File: config.mk
export PLATFORM = sky130hd
export DESIGN_NAME = two_voice_key_assigner_octave_gesture
export DESIGN_NICKNAME = d
export VERILOG_FILES = /design/src/sv/tvka_pkg.sv /design/src/sv/two_voice_key_assigner_octave_gesture.sv
export SDC_FILE = /design/constraint.sdc
export NUM_CORES = 1
export LEC_CHECK = 0
export BUFFER_PORTS_ARGS = -buffer_cell sky130_fd_sc_hd__buf_2
export CORE_MARGIN = 4
export CORE_UTILIZATION = 25
export DETAILED_ROUTE_END_ITERATION = 8
export MAX_ROUTING_LAYER = met4
export PLACE_DENSITY_LB_ADDON = 0.08
export SLEW_MARGIN = 15
export SYNTH_ARGS = -nofsm -noshare
export SYNTH_HDL_FRONTEND = slang
export SYNTH_SLANG_ARGS = --single-unit
export TNS_END_PERCENT = 100
File: constraint.sdc
create_clock -name clock -period 4.11 [get_ports clock]
set_clock_uncertainty 0.05 [all_clocks]
set_input_delay 0.2055 -clock clock [delete_from_list [all_inputs] [get_ports clock]]
set_output_delay 0.2055 -clock clock [all_outputs]
set_load 0.03 [all_outputs]
File: src/sv/tvka_pkg.sv
`timescale 1ns / 1ps
// Shared types, constants and helper functions for the two-voice key assigner.
// Used by the top level and by the port checker; depends on nothing else.

package tvka_pkg;

   // Button and pattern geometry.
   localparam int NUM_BUTTONS = 8;
   localparam int PATTERN_LEN = 6;
   localparam int KEY_W       = $clog2(NUM_BUTTONS);
   localparam int CNT_W       = $clog2(NUM_BUTTONS + 1);
   localparam int HCNT_W      = $clog2(PATTERN_LEN + 1);

   // Octave limits.
   localparam logic [3:0] OCTAVE_MAX  = 4'd8;
   localparam logic [3:0] OCTAVE_MIN  = 4'd1;
   localparam logic [3:0] OCTAVE_BASE = 4'd4;

   // Gesture patterns, oldest press first.
   localparam logic [2:0] UP_PATTERN   [PATTERN_LEN] = '{3'd0, 3'd1, 3'd2, 3'd3, 3'd4, 3'd0};
   localparam logic [2:0] DOWN_PATTERN [PATTERN_LEN] = '{3'd4, 3'd3, 3'd2, 3'd1, 3'd0, 3'd4};

   // Sequencer states.
   typedef enum logic [2:0] {
      ST_IDLE,
      ST_REMOVE,
      ST_APPEND,
      ST_MATCH,
      ST_READ0,
      ST_READ1,
      ST_EMIT
   } state_type;

   // Note class of a key: key modulo five, correct for keys below fifteen.
   function automatic logic [2:0] note_of(input logic [KEY_W-1:0] key);
      logic [4:0] kx;
      logic [4:0] r;
      kx = 5'(key);
      if (kx >= 5'd10) begin
         r = kx - 5'd10;
      end else if (kx >= 5'd5) begin
         r = kx - 5'd5;
      end else begin
         r = kx;
      end
      return r[2:0];
   endfunction

endpackage

File: src/sv/two_voice_key_assigner_octave_gesture.sv
`timescale 1ns / 1ps
// Top level of the two-voice key assigner with octave gesture detection.
// Depends on tvka_pkg for geometry, patterns, states and the note function.
//
//  channel | direction | handshake           | payload
//  req     | in        | req_valid/req_stall | req_buttons_now (8 bits)
//  rsp     | out       | rsp_valid/rsp_stall | voice0/voice1 active, key, note; octave_now
//
// A beat runs through scan capture, order-list compaction (skipped when no button is
// held), a walk over all buttons, the gesture match, two order-list reads and the
// response load. The order list is compacted one entry per cycle, and the button scan
// walks one button per cycle. reset is synchronous and active high; it clears the
// sequencer, the counts, the previous scan and sets the octave to four. A stalled
// response holds its beat; the sequencer waits in its final step until it can load.

module two_voice_key_assigner_octave_gesture
   import tvka_pkg::*;
(
   input  logic       clock,
   input  logic       reset,
   input  logic       req_valid,
   output logic       req_stall,
   input  logic [7:0] req_buttons_now,
   output logic       rsp_valid,
   input  logic       rsp_stall,
   output logic       rsp_voice0_active,
   output logic [2:0] rsp_voice0_key,
   output logic [2:0] rsp_voice0_note,
   output logic       rsp_voice1_active,
   output logic [2:0] rsp_voice1_key,
   output logic [2:0] rsp_voice1_note,
   output logic [3:0] rsp_octave_now
);

   // Sequencer and control state.
   state_type               state_ff, state_in;
   logic [NUM_BUTTONS-1:0]  prev_ff, prev_in;
   logic [NUM_BUTTONS-1:0]  down_ff, down_in;
   logic [NUM_BUTTONS-1:0]  edge_ff, edge_in;
   logic [CNT_W-1:0]        idx_ff, idx_in;
   logic [CNT_W-1:0]        wr_ff, wr_in;
   logic [CNT_W-1:0]        held_cnt_ff, held_cnt_in;
   logic [HCNT_W-1:0]       hist_cnt_ff, hist_cnt_in;
   logic [3:0]              octave_ff, octave_in;
   logic                    rsp_valid_ff, rsp_valid_in;

   // Payload registers.
   logic [KEY_W-1:0]        order_ff [NUM_BUTTONS];
   logic [2:0]              hist_ff [PATTERN_LEN];
   logic [2:0]              hist_in [PATTERN_LEN];
   logic                    v0_act_ff, v0_act_in;
   logic [KEY_W-1:0]        v0_key_ff, v0_key_in;
   logic                    v1_act_ff, v1_act_in;
   logic [KEY_W-1:0]        v1_key_ff, v1_key_in;
   logic                    out_v0_act_ff, out_v0_act_in;
   logic [2:0]              out_v0_key_ff, out_v0_key_in;
   logic [2:0]              out_v0_note_ff, out_v0_note_in;
   logic                    out_v1_act_ff, out_v1_act_in;
   logic [2:0]              out_v1_key_ff, out_v1_key_in;
   logic [2:0]              out_v1_note_ff, out_v1_note_in;
   logic [3:0]              out_octave_ff, out_octave_in;

   // Order list access and combinational helpers.
   logic                    order_we;
   logic [KEY_W-1:0]        order_wa;
   logic [KEY_W-1:0]        order_wd;
   logic [KEY_W-1:0]        rd_idx;
   logic [KEY_W-1:0]        rd_key;
   logic [NUM_BUTTONS+7:0]  now_ext;
   logic [NUM_BUTTONS-1:0]  now_masked;
   logic                    up_hit;
   logic                    down_hit;

   // Buttons at or above NUM_BUTTONS are dropped.
   assign now_ext    = {NUM_BUTTONS'(0), req_buttons_now};
   assign now_masked = now_ext[NUM_BUTTONS-1:0];

   // The single read port of the order list.
   assign rd_key = order_ff[rd_idx];

   // Parallel compare of the history against both gestures.
   always_comb begin
      up_hit   = 1'b1;
      down_hit = 1'b1;
      for (int p = 0; p < PATTERN_LEN; p++) begin
         if (hist_ff[p] != UP_PATTERN[p]) begin
            up_hit = 1'b0;
         end
         if (hist_ff[p] != DOWN_PATTERN[p]) begin
            down_hit = 1'b0;
         end
      end
   end

   // Next state and datapath control.
   always_comb begin
      state_in       = state_ff;
      prev_in        = prev_ff;
      down_in        = down_ff;
      edge_in        = edge_ff;
      idx_in         = idx_ff;
      wr_in          = wr_ff;
      held_cnt_in    = held_cnt_ff;
      hist_cnt_in    = hist_cnt_ff;
      octave_in      = octave_ff;
      hist_in        = hist_ff;
      v0_act_in      = v0_act_ff;
      v0_key_in      = v0_key_ff;
      v1_act_in      = v1_act_ff;
      v1_key_in      = v1_key_ff;
      out_v0_act_in  = out_v0_act_ff;
      out_v0_key_in  = out_v0_key_ff;
      out_v0_note_in = out_v0_note_ff;
      out_v1_act_in  = out_v1_act_ff;
      out_v1_key_in  = out_v1_key_ff;
      out_v1_note_in = out_v1_note_ff;
      out_octave_in  = out_octave_ff;
      rsp_valid_in   = rsp_valid_ff && rsp_stall;
      order_we       = 1'b0;
      order_wa       = '0;
      order_wd       = '0;
      rd_idx         = idx_ff[KEY_W-1:0];
      req_stall      = 1'b1;

      case (state_ff)
         // Take a scan and find its press and release edges.
         ST_IDLE: begin
            req_stall = 1'b0;
            if (req_valid) begin
               prev_in  = now_masked;
               down_in  = now_masked & ~prev_ff;
               edge_in  = now_masked ^ prev_ff;
               idx_in   = '0;
               wr_in    = '0;
               state_in = (held_cnt_ff == '0) ? ST_APPEND : ST_REMOVE;
            end
         end

         // Compact the order list, dropping every button with an edge.
         ST_REMOVE: begin
            rd_idx = idx_ff[KEY_W-1:0];
            if (!edge_ff[rd_key]) begin
               order_we = 1'b1;
               order_wa = wr_ff[KEY_W-1:0];
               order_wd = rd_key;
               wr_in    = wr_ff + 1'b1;
            end
            idx_in = idx_ff + 1'b1;
            if (idx_ff + 1'b1 == held_cnt_ff) begin
               held_cnt_in = edge_ff[rd_key] ? wr_ff : wr_ff + 1'b1;
               idx_in      = '0;
               state_in    = ST_APPEND;
            end
         end

         // Walk the buttons in ascending order and append each press.
         ST_APPEND: begin
            if (down_ff[idx_ff[KEY_W-1:0]]) begin
               if (held_cnt_ff < CNT_W'(NUM_BUTTONS)) begin
                  order_we    = 1'b1;
                  order_wa    = held_cnt_ff[KEY_W-1:0];
                  order_wd    = idx_ff[KEY_W-1:0];
                  held_cnt_in = held_cnt_ff + 1'b1;
               end
               for (int p = 0; p < PATTERN_LEN - 1; p++) begin
                  hist_in[p] = hist_ff[p+1];
               end
               hist_in[PATTERN_LEN-1] = idx_ff[2:0];
               if (hist_cnt_ff < HCNT_W'(PATTERN_LEN)) begin
                  hist_cnt_in = hist_cnt_ff + 1'b1;
               end
            end
            if (idx_ff == CNT_W'(NUM_BUTTONS - 1)) begin
               state_in = ST_MATCH;
            end else begin
               idx_in = idx_ff + 1'b1;
            end
         end

         // Step the octave on a completed gesture; up wins over down.
         ST_MATCH: begin
            if ((down_ff != '0) && (hist_cnt_ff == HCNT_W'(PATTERN_LEN))) begin
               if (up_hit) begin
                  if (octave_ff < OCTAVE_MAX) begin
                     octave_in = octave_ff + 4'd1;
                  end
               end else if (down_hit) begin
                  if (octave_ff > OCTAVE_MIN) begin
                     octave_in = octave_ff - 4'd1;
                  end
               end
            end
            state_in = ST_READ0;
         end

         // Fetch the most recent held button.
         ST_READ0: begin
            rd_idx    = KEY_W'(held_cnt_ff - 1'b1);
            v0_act_in = (held_cnt_ff != '0);
            v0_key_in = (held_cnt_ff != '0) ? rd_key : '0;
            state_in  = ST_READ1;
         end

         // Fetch the second most recent held button.
         ST_READ1: begin
            rd_idx    = KEY_W'(held_cnt_ff - CNT_W'(2));
            v1_act_in = (held_cnt_ff >= CNT_W'(2));
            v1_key_in = (held_cnt_ff >= CNT_W'(2)) ? rd_key : '0;
            state_in  = ST_EMIT;
         end

         // Load the response register once it is free.
         ST_EMIT: begin
            if (!rsp_valid_ff || !rsp_stall) begin
               out_v0_act_in  = v0_act_ff;
               out_v0_key_in  = 3'(v0_key_ff);
               out_v0_note_in = note_of(v0_key_ff);
               out_v1_act_in  = v1_act_ff;
               out_v1_key_in  = 3'(v1_key_ff);
               out_v1_note_in = note_of(v1_key_ff);
               out_octave_in  = octave_ff;
               rsp_valid_in   = 1'b1;
               state_in       = ST_IDLE;
            end
         end

         default: begin
            state_in = ST_IDLE;
         end
      endcase
   end

   // Control registers.
   always_ff @(posedge clock) begin
      if (reset) begin
         state_ff     <= ST_IDLE;
         prev_ff      <= '0;
         held_cnt_ff  <= '0;
         hist_cnt_ff  <= '0;
         octave_ff    <= OCTAVE_BASE;
         rsp_valid_ff <= 1'b0;
      end else begin
         state_ff     <= state_in;
         prev_ff      <= prev_in;
         held_cnt_ff  <= held_cnt_in;
         hist_cnt_ff  <= hist_cnt_in;
         octave_ff    <= octave_in;
         rsp_valid_ff <= rsp_valid_in;
      end
   end

   // Payload and working registers.
   always_ff @(posedge clock) begin
      down_ff        <= down_in;
      edge_ff        <= edge_in;
      idx_ff         <= idx_in;
      wr_ff          <= wr_in;
      hist_ff        <= hist_in;
      v0_act_ff      <= v0_act_in;
      v0_key_ff      <= v0_key_in;
      v1_act_ff      <= v1_act_in;
      v1_key_ff      <= v1_key_in;
      out_v0_act_ff  <= out_v0_act_in;
      out_v0_key_ff  <= out_v0_key_in;
      out_v0_note_ff <= out_v0_note_in;
      out_v1_act_ff  <= out_v1_act_in;
      out_v1_key_ff  <= out_v1_key_in;
      out_v1_note_ff <= out_v1_note_in;
      out_octave_ff  <= out_octave_in;
      if (order_we) begin
         order_ff[order_wa] <= order_wd;
      end
   end

   // Port drive.
   assign rsp_valid         = rsp_valid_ff;
   assign rsp_voice0_active = out_v0_act_ff;
   assign rsp_voice0_key    = out_v0_key_ff;
   assign rsp_voice0_note   = out_v0_note_ff;
   assign rsp_voice1_active = out_v1_act_ff;
   assign rsp_voice1_key    = out_v1_key_ff;
   assign rsp_voice1_note   = out_v1_note_ff;
   assign rsp_octave_now    = out_octave_ff;

endmodule

* After elaboration in Yosys (flattened, before gate mapping)
Memory sizes are Yosys's and may differ from the RTL's.
Cells that the tools add are included.
W data, S select, Z words.
** Cells by class
- Equality and inequality tests :: 25
- Bitwise gates (word level) :: 3
- Magnitude comparators :: 9
- Reduce and logical (&&, ||, !) cells :: 26
- Add/sub/neg operators :: 10
- Mux-type cells :: 56
** Operators with widths (count)
- $mux W4 :: 11
- $mux W3 :: 12
- $mux W1 :: 22
- $pmux W3 S7 :: 1
- $pmux W3 S2 :: 3
- $add A4 B1 Y4 const B :: 4
- $pmux W4 S2 :: 2
- $ne A2 B2 Y1 const B :: 7
- $eq A3 B3 Y1 const B :: 4
- $pmux W4 S3 :: 1
- $reduce_bool A3 Y1 :: 4
- $ne A3 B2 Y1 const B :: 3
- $ne A3 B3 Y1 const B :: 3
- $and A8 B8 Y8 :: 1
- $lt A3 B4 Y1 const B :: 2
- $lt A4 B4 Y1 const B :: 2
- $not A8 Y8 :: 1
- $reduce_and A2 Y1 :: 4
- $reduce_and A4 Y1 :: 2
- $reduce_bool A2 Y1 :: 4
- $reduce_bool A8 Y1 :: 1
- $xor A8 B8 Y8 :: 1
- $bmux W1 S3 :: 2
- $eq A3 B2 Y1 const B :: 2
- other kinds (24) :: 30
** Word-level totals
- Bits in writable memories :: 24
- Register bits after elaboration :: 91
- Memories :: 1
- Word-level logic and storage cells :: 157
** Memories
- order_ff :: words 8, width 3, read ports 1, clocked after Yosys merged registers in 0, write ports 1, line two_voice_key_assigner_octave_gesture.sv:48 : logic [KEY_W-1:0] order_ff [NUM_BUTTONS];

* Longest topological paths before layout
- Word-level depth :: 9
- Depth in mapped cells :: 15
- Gate-level depth less buffers :: 14

* Worst setup path before layout
No wires, ideal clock.
- Kind :: reg-to-reg
- From :: reg held_cnt_ff[1]
- To :: mem order_ff[4][0] in the netlist's numbering (enable)
- Clock period less this slack :: 3.618 ns
- Arrival :: 3.249 ns
- Required time :: 3.741 ns
- Path buffers :: 1
- Setup time :: 0.319 ns
- Setup slack :: 0.492 ns
- Cell stages (with the launch flop) :: 16
- Path through :: dfxtp_1 > clkbuf_1 > inv_1 > ha_1 > xnor2_1 > a221oi_4 > nor4b_1 > a31oi_1 > nand3_1 > nand4b_1 > and4_4 > inv_1 > ha_1 > a22oi_1 > nand2_1 > nor2_1
** On the way
- Cells in the longest elaborated chain, start to end :: 9
- Elaborated cells on any way between the ends :: 17
** Ends and longest elaborated chain
- from (decl) :: line two_voice_key_assigner_octave_gesture.sv:42 : logic [CNT_W-1:0] held_cnt_ff, held_cnt_in;
- from (signal assigned) :: line two_voice_key_assigner_octave_gesture.sv:245 : held_cnt_ff <= held_cnt_in;
- $sub A3 B2 Y3 or $sub A3 B1 Y3 (tied branches) :: line two_voice_key_assigner_octave_gesture.sv:206, two_voice_key_assigner_octave_gesture.sv:198
- $pmux W3 S2 :: line two_voice_key_assigner_octave_gesture.sv:125 : case (state_ff)
- $mem_v2 Z8 W3
- $bmux W1 S3 :: line two_voice_key_assigner_octave_gesture.sv:142 : if (!edge_ff[rd_key]) begin
- $mux W1 (implied by the code) :: line two_voice_key_assigner_octave_gesture.sv:142
- $mux W1 :: line two_voice_key_assigner_octave_gesture.sv:142
- $pmux W1 S2 :: line two_voice_key_assigner_octave_gesture.sv:125
- $mux W1 :: line two_voice_key_assigner_octave_gesture.sv:270 : if (order_we) begin
- $mux W1 (implied by the code) :: line two_voice_key_assigner_octave_gesture.sv:271 : order_ff[order_wa] <= order_wd;
- to (decl) :: line two_voice_key_assigner_octave_gesture.sv:48
Parallel ways exist; a longest one is shown, timed or not. The select of a mux whose other input is x is not followed.

* Worst setup path in the final report
- From :: reg held_cnt_ff[0]
- To :: mem order_ff[5][1] in the netlist's numbering (enable)
The elaborated chain is that of the path after synthesis.

==> impl_metrics.csv <==
group,metric,value,unit
clock_tree,clock_latency,0.41,ns
logic_synthesis,synth-warning-count,0,
route,ant_nets,0,
logic_synthesis,synthCells,453,
timing,timing.slew.headroom,36.7,%
logic_synthesis,syn_nets,490,
logic_synthesis,synth_ff_type,"edfxtp_1",
route,via_count,3645,
worst_setup_path,cp-start-kind,"flop",
floorplanning,pin_count,32,
timing,fin_crit_sh,93.4,%
floorplanning,dieArea,0.0244,mm^2
global_route,grt_usage,11.3,%
layout,insertedDiodeCount,0,
timing,final-hold-violation-count,0,
pwr,p_switching,1.67,mW
layout,syn2layout_area_growth,22.3,%
global_route,grt_pass1_wl,20500,um
worst_setup_path,worst_ep_arrival_time,3.92,ns
route,avgViaCountPerCell,4.53,
worst_setup_path,required,4.19,ns
logic_synthesis,ys_ff_latch,115,
placement,portBuffers,31,
global_route,grt_pass1_vias,3687,
run_status,status,"complete, no violations",
worst_setup_path,critPathKind,"flop to flop",
timing,whs,0.106,ns
logic_synthesis,synth_edf_count,92,
timing,fmax,261,MHz
run,max-cap-violations,0,
logic_synthesis,synthArstFlopShare,0,%
clock_tree,cts_tree,"yes",
worst_setup_path,critPathCaptureType,"flop",
pwr,intPower,3.12,mW
pwr,power_frac_clock,29.7,%
pwr,seq_power_share,35.9,%
route,firstDrtPassIters,4,
floorplanning,core.rowCount,53,
layout,layout_common_cells,"edfxtp_1 (92), nor2_1 (48), nand2_1 (37), inv_1 (37), buf_2 (31)",
timing,rsz0062_at_grt,"no",
route,drc_errors,0,
global_route,antenna_found_initial,0,
clock_tree,cts_sinks,115,
layout,layout_commonest_cell,"edfxtp_1",
placement,dp.cells,764,
logic_synthesis,ys_types,68,
clock_tree,cts.htree.levels,4,
logic_synthesis,avgSynthCellArea,12.1,um^2
worst_hold_path,worstHoldPathType,"input pin to flop",
timing,worst_pin_slew,0.947,ns
clock_tree,clockBufferDepth,2,
floorplanning,die_h,156,um
pwr,leakage,2.46,nW
route,drt_iter0_markers,163,
global_route,overflow,0,
timing,min_period,3.84,ns
layout,final_nets,553,
global_route,grt_max_degree,25,
placement,place.gp.congestion,0.801,
timing,fin_tns_setup,0,ns
worst_setup_path,path_max_fanout,9,
floorplanning,initial_core_util,25.8,%
clock_tree,cts.clk_slew.worst_paths,0.06,ns
floorplanning,fp.coreArea,0.0213,mm^2
timing,maxSlewViolCount,0,
layout,drive_gt1_share,18.9,%
pwr,netSwitchingFraction,34.9,%
pwr,comb_power_share,34.4,%
route,routedWlPerCell,15.7,um
pwr,p_per_area,713,mW/mm^2
placement,hpwl,9220,um
pwr,finalPower,4.79,mW
pwr,peakVddDrop,293,uV
timing,setup_viol,0,
clock_tree,cts-root-buf,"clkbuf_16",
layout,fin_cells,804,
route,wirelength,12600,um
logic_synthesis,syn_area,0.00549,mm^2
clock_tree,cts_buffers,17,
floorplanning,dieWidth,156,um
layout,fin_util,31.6,%
logic_synthesis,yosysSeqAreaShare,58.7,%
## cells in the mapped netlist, drive strengths merged (2+ instances only)
cell type / count / area share [%]
nor3b: 3 / 0.50
and3: 2 / 0.23
a22o: 2 / 0.32
a31oi: 5 / 0.57
a22oi: 2 / 0.27
mux2i: 13 / 2.8
and2: 4 / 0.46
buf: 5 / 0.73
nand2: 37 / 2.5
inv: 37 / 2.5
nor3: 9 / 0.82
nand3: 12 / 1.1
o31ai: 2 / 0.27
nor2: 48 / 3.3
o21a: 3 / 0.41
o221ai: 3 / 0.48
ha: 25 / 5.7
a41oi: 2 / 0.46
mux4: 6 / 2.6
edfxtp: 92 / 50
nand4: 4 / 0.46
nand3b: 3 / 0.41
a221oi: 3 / 0.80
clkbuf: 10 / 0.71
mux2: 2 / 0.48
nor4b: 3 / 0.48
or4: 2 / 0.27
o21ai: 13 / 1.2
nand4b: 3 / 0.48
nand2b: 4 / 0.46
nor2b: 4 / 0.59
xor2: 4 / 0.64
or3: 4 / 0.46
xnor2: 8 / 1.6
a211oi: 4 / 0.55
nor4: 3 / 0.34
a21oi: 25 / 2.3
or2: 2 / 0.23
dfxtp: 23 / 8.4
## state kept, by name, indices dropped and copies added, names as in the netlist, 3 cells and up
name and flops:
down_ff 8, edge_ff 8, held_cnt_ff 4, hist_cnt_ff 3, hist_ff 18, idx_ff 4, octave_ff 4, order_ff 24
prev_ff 8, rsp_octave_now 4, rsp_voice0_key 3, rsp_voice0_note 3, rsp_voice1_key 3, rsp_voice1_note 3, state_ff 3, v0_key_ff 3
v1_key_ff 3, wr_ff 4
## layout make-up
class | instances | area, um^2
Multi-Input combinational cell | 285 | 2060
Timing Repair Buffer | 59 | 385
Clock buffer | 22 | 454
Fill cell | 2122 | 14600
Tap cell | 275 | 344
Clock inverter | 10 | 109
Inverter | 38 | 143
Sequential cell | 115 | 3220
## cells by family after synthesis
logic type / Yosys count / synth area share [%]
simple gates: 153 / 14.2
flops: 115 / 58.7
compound gates: 74 / 9.27
buf+inv: 53 / 4.03
fa+ha+maj: 25 / 5.69
mux: 21 / 5.90
xor+xnor: 12 / 2.25
## routing by layer
metal	GRT usage [%]	wire length [um]	share of wire, %
met5	-	0	0
met4	4.59	253	2.0
met3	2.77	473	3.8
met2	17.2	5850	46
met1	14.6	6030	48
## worst max-delay path, stage by stage, from the launching register on
cell      delay, ns
dfxtp_1        0.44
inv_1          0.13
ha_1           0.31
mux2i_1        0.06
mux2_2         0.35
mux4_2         0.34
mux2i_4        0.33
nand4_1        0.24
and4_4         0.26
inv_1          0.09
ha_1           0.17
a22oi_1        0.08
buf_4          0.17
a211oi_1       0.34
buf_4          0.20
## through the flow
step | worst slack (ns) | area, um^2
2_1_floorplan | 0.492 | 5490
3_3_place_gp | 0.261 | 6070
3_5_place_dp | 0.168 | 6070
4_1_cts | 0.177 | 6710
5_1_grt | 0.110 | 6720
6_report | 0.272 | 6720
## timing repair
item	in CTS	in global routing
hold buffers	8	0
setup endpoints to repair	0	6
setup buffers	0	0
gates resized for setup	0	2
endpoints found under the hold margin	8	0
## path summary, 6_finish.rpt
check / end / from / slack [ns] / cells past startpoint
min: rsp_valid$_SDFF_PP0_ / rsp_stall / 0.11 / 3
max: order_ff[5][1]$_DFFE_PP_ / held_cnt_ff[0]$_SDFFE_PP0P_ / 0.27 / 14
min reg2reg: rsp_voice1_active$_DFFE_PP_ / v1_act_ff$_DFFE_PN_ / 0.37 / 0
max reg2reg: order_ff[5][1]$_DFFE_PP_ / held_cnt_ff[0]$_SDFFE_PP0P_ / 0.27 / 14
## power by group through the flow
stage / logic (mW) / registers, mW / clock network [mW]
3_5_place_dp: 1.64 / 1.75 / 0
3_3_place_gp: 1.63 / 1.75 / 0
4_1_cts: 1.66 / 1.73 / 1.45
2_1_floorplan: 1.20 / 1.68 / 0
6_report: 1.65 / 1.72 / 1.42
5_1_grt: 1.83 / 1.75 / 1.51
Power figures use the tool's default switching activity.
